==> src/rtl/core/gls_pkg.sv <==
// Package for the grid Laplacian stencil core: sizes, configuration codes,
// and the job record passed from the front end through the queue to the back end.
// No dependencies.
`timescale 1ns / 1ps
`default_nettype none

package gls_pkg;

    localparam int MAX_COLS   = 1024;
    localparam int MAX_ROWS   = 1024;
    localparam int MAX_LAYERS = 1024;
    localparam int DATA_BITS  = 32;

    localparam int COL_W    = $clog2(MAX_COLS);
    localparam int COLS_W   = $clog2(MAX_COLS + 1);
    localparam int ROWS_W   = $clog2(MAX_ROWS + 1);
    localparam int LAYER_W  = (MAX_LAYERS > 1) ? $clog2(MAX_LAYERS) : 1;
    localparam int LAYERS_W = $clog2(MAX_LAYERS + 1);
    localparam int CFG_W    = 11;

    localparam int COLS_RESET = (1024 > MAX_COLS) ? MAX_COLS : 1024;
    localparam int ROWS_RESET = (1024 > MAX_ROWS) ? MAX_ROWS : 1024;

    localparam int QDEPTH  = 4;
    localparam int QPTR_W  = $clog2(QDEPTH);
    localparam int QCNT_W  = $clog2(QDEPTH + 1);

    typedef logic [63:0] word_t;

    typedef enum logic [7:0] {
        CFG_COLS   = 8'd0,
        CFG_ROWS   = 8'd1,
        CFG_LAYERS = 8'd2,
        CFG_SCALE  = 8'd3
    } cfg_index_t;

    typedef struct packed {
        logic [9:0] out_col;
        logic [9:0] out_row;
        logic       eol;
        logic       eog;
    } meta_t;

    typedef struct packed {
        word_t west;
        word_t centre;
        word_t east;
        word_t north;
        word_t south;
        meta_t meta;
    } job_t;

endpackage

`default_nettype wire

==> src/rtl/core/gls_queue.sv <==
// Short job queue between the front end and the back end.
// Depends on gls_pkg.
`timescale 1ns / 1ps
`default_nettype none

module gls_queue (
    input  wire logic          clk,
    input  wire logic          rst_n,
    input  wire logic          push,
    input  wire gls_pkg::job_t push_job,
    input  wire logic          pop,
    output gls_pkg::job_t      head,
    output logic               full,
    output logic               empty
);
    import gls_pkg::*;

    job_t              slots [QDEPTH];
    logic [QPTR_W-1:0] wr_ptr_reg, wr_ptr_next;
    logic [QPTR_W-1:0] rd_ptr_reg, rd_ptr_next;
    logic [QCNT_W-1:0] count_reg, count_next;

    assign head  = slots[rd_ptr_reg];
    assign full  = count_reg == QCNT_W'(QDEPTH);
    assign empty = count_reg == '0;

    always_comb
    begin
        wr_ptr_next = push ? wr_ptr_reg + QPTR_W'(1) : wr_ptr_reg;
        rd_ptr_next = pop ? rd_ptr_reg + QPTR_W'(1) : rd_ptr_reg;
        count_next  = count_reg + QCNT_W'(push) - QCNT_W'(pop);
    end

    always_ff @(posedge clk or negedge rst_n)
    begin
        if (!rst_n)
        begin
            wr_ptr_reg <= '0;
            rd_ptr_reg <= '0;
            count_reg  <= '0;
        end
        else
        begin
            wr_ptr_reg <= wr_ptr_next;
            rd_ptr_reg <= rd_ptr_next;
            count_reg  <= count_next;
        end
    end

    always_ff @(posedge clk)
    begin
        if (push)
        begin
            slots[wr_ptr_reg] <= push_job;
        end
    end

endmodule

`default_nettype wire

==> config.mk <==
export PLATFORM = sky130hd
export DESIGN_NAME = gls_queue
export DESIGN_NICKNAME = d
export VERILOG_FILES = /design/src/rtl/core/gls_pkg.sv /design/src/rtl/core/gls_queue.sv
export SDC_FILE = /design/constraint.sdc
export NUM_CORES = 1
export LEC_CHECK = 0
export BUFFER_PORTS_ARGS = -buffer_cell sky130_fd_sc_hd__buf_2
export CORE_MARGIN = 1
export CORE_UTILIZATION = 39
export CTS_BUF_LIST = sky130_fd_sc_hd__clkbuf_16
export CTS_CLUSTER_DIAMETER = 30
export DETAILED_ROUTE_END_ITERATION = 6
export PLACE_DENSITY = 0.61
export SLEW_MARGIN = 15
export SYNTH_ARGS = -nofsm -noshare
export SYNTH_HDL_FRONTEND = slang
export SYNTH_SLANG_ARGS = --single-unit
==> constraint.sdc <==
create_clock -name clk -period 12.3 [get_ports clk]
set_clock_uncertainty 0.2 [all_clocks]
set_input_delay 1.845 -clock clk [delete_from_list [all_inputs] [get_ports clk]]
set_output_delay 1.845 -clock clk [all_outputs]
set_load 0.05 [all_outputs]
Yosys cells after proc, flatten, opt, wreduce, memory -nomap -nowiden. Memories as Yosys holds them, arrays and structs flattened. Cells that the tools add are included.

Register bits after elaboration: 7. Bits in latches: 0. Memory bits (writable): 1368. Memory bits (read-only): 0. Input bits: 346. Output and inout bits: 344. Logic and storage cells: 12. Memories: 1.

Memory list: slots (words 4, bits a word 342, rd ports 1, clocked after Yosys merged registers in 0, wr ports 1, RTL line gls_queue.sv:18) `job_t slots [QDEPTH];`.

$add $sub $neg: 4. $mul: 0. Divide/modulo/power cells: 0. Magnitude comparators: 0. Equality and inequality tests: 1. Shift-type cells: 0. Muxes and demuxes: 2. Bitwise logic cells: 0. Reduce and logical (&&, ||, !) cells: 1.

Operators with widths (number): $add 2x1->2 const B (2); $add 3x1->3 (1); $eq 3x3->1 const B (1); $logic_not 3->1 (1); $sub 3x1->3 (1); $mux 1 (2).

Depth between registers and ports, before layout. Gate-level depths: netlist of the first run.

Depth in word-level cells: 2. Depth in mapped cells: 7. Depth with buffers taken out: 7.

Worst setup path after synthesis of the first run. Ideal clock, no wire load.

Kind: input-to-reg. Start: input port push. End: memory slots[0][0] in the netlist's numbering, enable pin. Data arrival time: 9.547 ns. Data required time: 11.353 ns. Path slack: 1.806 ns. Cell stages on the path: 1. Buffers on the path: 0. Path through: and2_1.

Word-level cells in the longest chain between the ends: 2.

Ends and longest elaborated chain: from (decl) (RTL line gls_queue.sv:9) `input wire logic push,`; $mux 1 (RTL line gls_queue.sv:52) `if (push)`; $mux 1 (not written as such) (RTL line gls_queue.sv:54) `slots[wr_ptr_reg] <= push_job;`; to (decl) (RTL line gls_queue.sv:18).

No other way between the ends.

==> flow_summary.ini, run 1 <==
[detailed_routing]
drtIter0Drc = 1664
drtPass1Iterations = 5
vias_per_cell = 5.07
num_vias = 23400
detail-route-antenna-nets = 0
drc = 0
routed_wirelength_microns = 109000
wl_per_cell_microns = 23.6

[logic_synthesis]
async_flop_share_pct = 0.509
synth_nets = 2173
netlist_area_sq_um = 49700
synth_cells = 1820
synth_top_cell_by_area = edfxtp_1
synth_top_area_share_pct = 82.7
ys_warn_count = 0
yosysSeqAreaShare_pct = 83.0
synth-main-ff-cell = edfxtp_1
netlist_top_cells_count = edfxtp_1, mux4_2, buf_2
synth_edf_count = 1368
synth_area_per_cell_sq_um = 27.3
yosysMostFrequentCell = edfxtp_1
netlist_top_cells_area = edfxtp_1, mux4_2, buf_6
synth_cell_types = 18
ys_ff_latch = 1375

[pwr]
p_seq_share_pct = 31.5
vdd_ir_drop_max_mv = 0.248
swShare_pct = 35.2
power_density_nw_per_um2 = 315
pwr-share-clk_pct = 37.3
p_int_w = 0.0132
power_frac_comb_pct = 31.2
p_sw_w = 0.00717
p_leak_nw = 22.6

[floorplanning]
coreArea_sq_um = 126000
fp.dieH_microns = 359
pin_count = 690
die_area_sq_um = 129000
start_util_pct = 39.4
die_w_microns = 359
num_rows = 130

[global_route]
grt_util_all_layers_pct = 16.8
grt_pass1_wl_microns = 162000
grt_overflow = 0
antenna_found_initial = 42
grt_max_degree = 150
grt_pass1_vias = 25400

[cts]
cts_sinks = 1375
cts_resized = 0
clockBufferDepth = 4
tritoncts = built
cts_hold_buf = 0
post_cts_buffers = 0
cts_buffers = 293
clk_pin_slew_ns = 0.04
cts-root-buf = clkbuf_16
h-tree-depth = 5
clk_latency_ns = 0.84

[place]
port_buffers = 689
gp_congestion = 0.764
dpl.hpwl_microns = 64600
dp_slack_ns = 6.46

[layout]
num-nets-final = 3105
syn2layout_area_growth_pct = 30.2
drive_gt1_share_pct = 50.3
fillers = 9706
largest_reg_flops = 1368

[run]
cap_violations = 0

[critical_path]
max_stage_delay_ns = 1.07
arrival_ns = 4.48
cpMostUsedCell = buf_4
critPathKind = flop to output pin
r2r_cells = 5
slowest_stage = dfrtp_4
crit_path_start_kind = flop
end_kind = output pin
critPathLaunch = rd_ptr_reg[0]
cp_cell_sequence = buf_4 -> buf_4 -> mux4_2 -> buf_2
worstPathMaxFanout = 50
cp_data_required_time_ns = 10.26
reg2reg_from = wr_ptr_reg[0]

[run_status]
status = completed

[sta]
grt_setup_unrepaired = no
fmax_mhz = 153
min_period_over_period_pct = 53.0
hold_violations = 0
drv_slew = 0
setup_tns_ns = 0
worst_pin_slew_ns = 1.23
min_period_ns = 6.52
setup_viol = 0
final.setup.worst_slack_ns = 5.78
slew_headroom_pct = 18.0

[worst_hold_path]
whs_path_depth = 1
hold_path.startpoint = wr_ptr_reg[0]
min_path_type = flop to flop
-- layout make-up --
class	instances	area, sq um	share of cell area (%)
tap	1650	2060	3.19
sequential	1375	41300	63.8
timing repair buffer	713	3750	5.79
clock buffer	304	7610	11.8
inverter	6	22.5	0.0348
antenna	14	35.0	0.0541
clock inverter	195	2060	3.19
multi-input combinational	363	7900	12.2
-- worst max-delay path, delay by kind of cell, from the launching register on --
family   cells  cell delay [ns]
buf+inv      3             1.74
flops        1             1.07
mux          1             0.63
-- kinds of logic (layout without fill, tap and decap cells) --
group | Yosys count | count (layout) | share of synthesized area, %
flops | 1375 | 1375 | 83.0
mux | 342 | 342 | 15.5
buf+inv | 82 | 1218 | 1.08
simple gates | 8 | 8 | 0.0881
fa+ha+maj | 7 | 7 | 0.191
xor+xnor | 5 | 5 | 0.0882
compound gates | 1 | 1 | 0.0101
other cells | 0 | 14 | 0
-- worst paths after layout --
kind | to | slack (ns)
setup / recovery | head[218] | 5.78
hold / removal | wr_ptr_reg[0] | 0.35
setup reg to reg | slots[0][218] | 8.56
hold reg to reg | wr_ptr_reg[0] | 0.35
max in group asynchronous | rd_ptr_reg[1] | 11.08
min in group asynchronous | count_reg[0] | 0.63
-- through the flow --
step / cells / area (sq um) / power [W] / hold slack (ns) / util, %
3_3_place_gp: 4106 / 55000 / 0.0128 / 0.304 / 43.6
2_1_floorplan: 1820 / 49700 / 0.0117 / 0.291 / -
6_report: 4620 / 64700 / 0.0204 / 0.350 / 51.3
4_1_cts: 4605 / 64600 / 0.0206 / 0.357 / 51.3
3_5_place_dp: 4106 / 55000 / 0.0129 / 0.355 / 43.6
5_1_grt: 4616 / 64700 / 0.0211 / 0.394 / 51.3
-- per-layer routing --
metal / track usage [%] / vias to the layer above / routed length [microns]
met5: 0 / - / 346
met4: 7.13 / 54 / 3490
met3: 6.96 / 284 / 9520
met2: 27.4 / 880 / 55000
met1: 19.6 / 12200 / 40800
li1: - / 9946 / -
-- placed cells by master (no fill, tap or decap), types with 2 or more instances in the layout --
cell type	Yosys	routed
clkinv_2	0	32
diode_2	0	14
edfxtp_1	1368	1368
and2_4	0	4
inv_1	6	39
clkinv_1	0	39
xor2_1	2	2
buf_4	12	15
ha_1	6	6
buf_12	0	8
bufinv_16	0	40
xnor2_1	3	3
clkbuf_16	0	304
clkinvlp_4	0	19
dfrtp_1	7	5
inv_6	0	17
dfrtp_4	0	2
nand2_1	2	2
mux4_2	342	342
buf_2	39	689
clkinv_4	0	14
-- power groups by stage --
stage          logic [W]  clock network [W]  registers (W)
5_1_grt          0.00662            0.00795        0.00648
3_3_place_gp     0.00640                  0        0.00644
6_report         0.00634            0.00760        0.00641
4_1_cts          0.00645            0.00773        0.00642
3_5_place_dp     0.00643                  0        0.00650
2_1_floorplan    0.00501                  0        0.00667
No activity file was read; power rests on OpenSTA's default activity.
==> run 2: changes to the inputs <==
clock period = 6.3 ns   (was 12.3 ns; I/O delays follow)
==> run 2 against run 1 <==
Against the previous run:
- combinational power rose by 100%
- clock-buffer cell count decreased by 17
- first-iteration DRC count is 5.7% lower
- global-route usage increased by 0.44 points
- die area did not move
- clock power rose by 88%
- via count is 0.90% higher
- routed wire length up 1.3%
- power increased by 94%
- register-to-register slack got worse by 5.2 ns
- largest cell class unchanged
- critical endpoint is now head[192]
- critical path depth is the same
- flip-flop and latch count did not move
==> flow_summary.ini, run 2 (synthesis gave the netlist of run 1 again) <==
[sta]
whs_ns = 0.0940
worst_pin_slew_ns = 1.13
min_period_over_period_pct = 70.2
setup_viol = 0
fmax_mhz = 226
hold_violations = 0
min_period_ns = 4.42
slew_headroom_pct = 24.9
grt_setup_unrepaired = no
setup_tns_ns = 0
drv_slew = 0

[critical_path]
arrival_ns = 3.28
cp_top_family = flip-flops
reg2reg_from = wr_ptr_reg[1]
critPathKind = flop to output pin
cpMostUsedCell = buf_12
end_kind = output pin
cp_data_required_time_ns = 5.15
reg2reg_slack_ns = 3.38
slowest_stage = dfrtp_4
r2r_cells = 4
reg2reg_to = slots[1][314]
worst-path-buf-inv = 3
max_stage_delay_ns = 0.96
worstPathMaxFanout = 55
cp_cell_sequence = buf_12 -> buf_12 -> mux4_2 -> buf_2
crit_path_start_kind = flop

[detailed_routing]
drtPass1Iterations = 5
wl_per_cell_microns = 23.5
drc = 0
vias_per_cell = 5.02
wl_met3_microns = 9910
met1_length_microns = 41400
wl_met2_microns = 56000
detail-route-antenna-nets = 0
top_layer_used = met5
routed_wirelength_microns = 111000
drtIter0Drc = 1569
num_vias = 23600

[cts]
clockBufferDepth = 4
clk_pin_slew_ns = 0.05
h-tree-depth = 5
cts-root-buf = clkbuf_16
cts_hold_buf = 66
clk_latency_ns = 0.87
cts_resized = 0
tritoncts = built
cts_sinks = 1375
post_cts_buffers = 0
cts_buffers = 282

[layout]
largest_reg_flops = 1368
num-nets-final = 3190
layout_commonest_cell = edfxtp_1
mostFrequentLayoutCells = edfxtp_1, buf_2, mux4_2
drive_gt1_share_pct = 50.2
fillers = 9649
syn2layout_area_growth_pct = 31.5

[place]
dpl.hpwl_microns = 67500
port_buffers = 689
gp_congestion = 0.778

[pwr]
vdd_ir_drop_max_mv = 0.356
power_density_nw_per_um2 = 603
p_leak_nw = 22.9
power_w = 0.0394

[run_status]
status = completed

[floorplanning]
num_rows = 130
die_w_microns = 359
pin_count = 690
fp.dieH_microns = 359
start_util_pct = 39.4
die_area_sq_um = 129000
coreArea_sq_um = 126000

[global_route]
grt_overflow = 0
grt_pass1_vias = 26000
grt_pass1_wl_microns = 165000
grt_max_degree = 120
grt_util_all_layers_pct = 17.3
antenna_found_initial = 48

[run]
cap_violations = 0

[worst_hold_path]
min_path_type = input port to flop
min_to = slots[0][81]
hold_path.startpoint = push_job[81]
whs_path_depth = 1
[run 2: area by class of cell]
cell class / count / area [sq um] / share of cell area, %
clock inverters: 200 / 2100 / 3.21
flip-flops and latches: 1375 / 41300 / 63.1
diodes: 16 / 40.0 / 0.0613
repair buffers: 809 / 4770 / 7.30
well taps: 1650 / 2060 / 3.16
multi-input cells: 363 / 7900 / 12.1
inverters: 6 / 22.5 / 0.0345
clock buffers: 287 / 7180 / 11.0
[run 2: where the power goes]
| group | switching, W | leakage [nW] | internal (W) |
|---|---|---|---|
| registers | 0.000454 | 12.6 | 0.0120 |
| clock network | 0.00459 | 4.57 | 0.00969 |
| logic | 0.00904 | 5.64 | 0.00364 |
| total | 0.0141 | 22.9 | 0.0253 |
[run 2: worst max-delay path by stage]
stage	startpoint	endpoint	slack, ns	cells after the start
floorplan	push	slots[3][0]	0.51	1
global placement	rd_ptr_reg[0]	head[307]	2.47	3
detailed placement	rd_ptr_reg[1]	head[192]	2.68	4
CTS	rd_ptr_reg[1]	head[72]	1.74	4
global route	rd_ptr_reg[0]	head[211]	1.70	4
finish	rd_ptr_reg[1]	head[192]	1.88	4
[run 2: metal layers]
metal	GRT usage (%)	vias to the layer above
li1	-	10100
met1	20.2	12300
met2	28.0	887
met3	7.46	237
met4	6.84	56
met5	0	-
[run 2: through the flow]
step | std cells | worst slack [ns] | util [%] | area (sq um)
after floorplan | 1820 | 0.509 | - | 49700
after global placement | 4136 | 2.47 | 43.9 | 55300
after detailed placement | 4137 | 2.68 | 43.9 | 55400
after CTS | 4690 | 1.74 | 51.8 | 65300
after global routing | 4703 | 1.70 | 51.8 | 65300
final | 4706 | 1.88 | 51.8 | 65300
==> run 3: changes to the inputs <==
clock period = 4.6 ns   (was 6.3 ns; I/O delays follow)
==> run 3 against run 2 <==
Against the previous run:
- global-route usage grew 0.47 points
- die area is the same
- largest cell class unchanged
- combinational power grew 39%
- via count grew 6.3%
- hold slack gained 0.25 ns
- clock power grew 34%
- setup slack lost 1.4 ns
- flip-flop and latch count is the same
- cell count grew 6.3%
- final area grew 4.3%
==> flow_summary.ini, run 3 (synthesis gave the netlist of run 1 again) <==
[run_status]
status = completed

[place]
dp_slack_ns = 1.28
gp_congestion = 0.760
dp_cells = 4153
port_buffers = 689
dpl.hpwl_microns = 69500

[global_route]
grt_max_degree = 109
grt_pass1_wl_microns = 172000
grt_overflow = 0
grt_util_all_layers_pct = 17.7
grt_pass1_vias = 27700
antenna_found_initial = 20

[detailed_routing]
num_vias = 25100
vias_per_cell = 5.02
drc = 0
routed_wirelength_microns = 115000
drtIter0Drc = 1894
detail-route-antenna-nets = 0
wl_per_cell_microns = 22.9
drtPass1Iterations = 6

[cts]
cts_resized = 0
tritoncts = built
post_cts_buffers = 0
h-tree-depth = 5
clk_pin_slew_ns = 0.04
clockBufferDepth = 4
cts-root-buf = clkbuf_16
cts_sinks = 1375
cts_buffers = 286
clk_latency_ns = 0.85

[floorplanning]
die_w_microns = 359
start_util_pct = 39.4
die_area_sq_um = 129000
num_rows = 130
pin_count = 690
coreArea_sq_um = 126000
fp.dieH_microns = 359

[critical_path]
reg2reg_slack_ns = 1.94
cp_data_required_time_ns = 3.71
end_kind = output pin
arrival_ns = 3.22
reg2reg_from = wr_ptr_reg[0]
crit_path_start_kind = flop
critPathKind = flop to output pin
reg2reg_to = slots[2][281]
worstPathMaxFanout = 49
r2r_cells = 4

[sta]
hold_violations = 0
slew_headroom_pct = 36.2
drv_slew = 0
min_period_ns = 4.11
min_period_over_period_pct = 89.4
worst_pin_slew_ns = 0.957
setup_viol = 0
grt_setup_unrepaired = no
setup_tns_ns = 0
fmax_mhz = 243
final.setup.worst_slack_ns = 0.486

[layout]
finalNonFillerCells = 5003
register_area_sq_um = 41300
num-nets-final = 3490
layout_commonest_cell = edfxtp_1
fillers = 9321
mostFrequentLayoutCells = edfxtp_1, buf_2, dlygate4sd3_1
largest_reg_flops = 1368
syn2layout_area_growth_pct = 37.2
multiInputGateArea_sq_um = 7900
drive_gt1_share_pct = 45.4

[worst_hold_path]
hold_path.startpoint = wr_ptr_reg[0]
min_path_type = flop to flop
whs_path_depth = 1
min_to = wr_ptr_reg[0]

[pwr]
power_density_nw_per_um2 = 791
power_frac_comb_pct = 32.9
vdd_ir_drop_max_mv = 0.560
p_leak_nw = 24.1
swShare_pct = 36.0
p_sw_w = 0.0194
p_seq_share_pct = 31.7
pwr-share-clk_pct = 35.4
p_int_w = 0.0345

[run]
cap_violations = 0
==> run 3: power groups by stage <==
stage          logic [W]  registers [W]  clock network (W)
3_3_place_gp      0.0176         0.0171                  0
3_5_place_dp      0.0177         0.0173                  0
6_report          0.0177         0.0171             0.0191
2_1_floorplan     0.0134         0.0171                  0
4_1_cts           0.0180         0.0171             0.0194
5_1_grt           0.0185         0.0173             0.0200
==> run 3: what timing repair did <==
item,CTS,global route
endpoints found under the setup margin,0,0
hold buffers,346,0
hold endpoints to repair,1380,0
==> run 3: per-stage QoR <==
stage	power (W)	hold slack (ns)	utilization, %	cell area [sq um]
after floorplan	0.0305	0.194	-	49700
after global placement	0.0347	0.306	44.1	55600
after detailed placement	0.0350	0.325	44.1	55600
after CTS	0.0545	0.312	54.0	68100
after global routing	0.0557	0.337	54.1	68200
final	0.0539	0.344	54.1	68200
==> run 3: worst max path at each step <==
stage	start	to	slack [ns]	cells past startpoint
after global routing	rd_ptr_reg[0]	head[109]	0.26	3
after CTS	rd_ptr_reg[0]	head[62]	0.34	3
after global placement	rd_ptr_reg[0]	head[54]	1.29	3
final	rd_ptr_reg[0]	head[109]	0.49	3
after detailed placement	rd_ptr_reg[0]	head[141]	1.28	3
after floorplan	push	slots[2][0]	0.89	1
==> run 3: cell type report <==
| cell class | instances | share of cell area (%) |
|---|---|---|
| multi-input cells | 363 | 11.6 |
| diodes | 15 | 0.0551 |
| clock inverters | 201 | 2.68 |
| well taps | 1650 | 3.03 |
| clock buffers | 288 | 10.6 |
| flip-flops and latches | 1375 | 60.5 |
| repair buffers | 1105 | 11.5 |
| inverters | 6 | 0.0330 |
==> run 3: routing by layer <==
metal / wire length, microns / share of wire, % / GRT usage [%]
met1: 42700 / 37 / 20.7
met2: 58700 / 51 / 29.7
met3: 9310 / 8.1 / 6.02
met4: 3960 / 3.5 / 7.95
met5: 70 / 0.061 / 0
==> run 3: worst max-delay path, stage by stage, from the launching register on <==
cell,delay (ns)
dfrtp_4,1.01
buf_12,0.44
mux4_2,0.59
buf_2,0.24
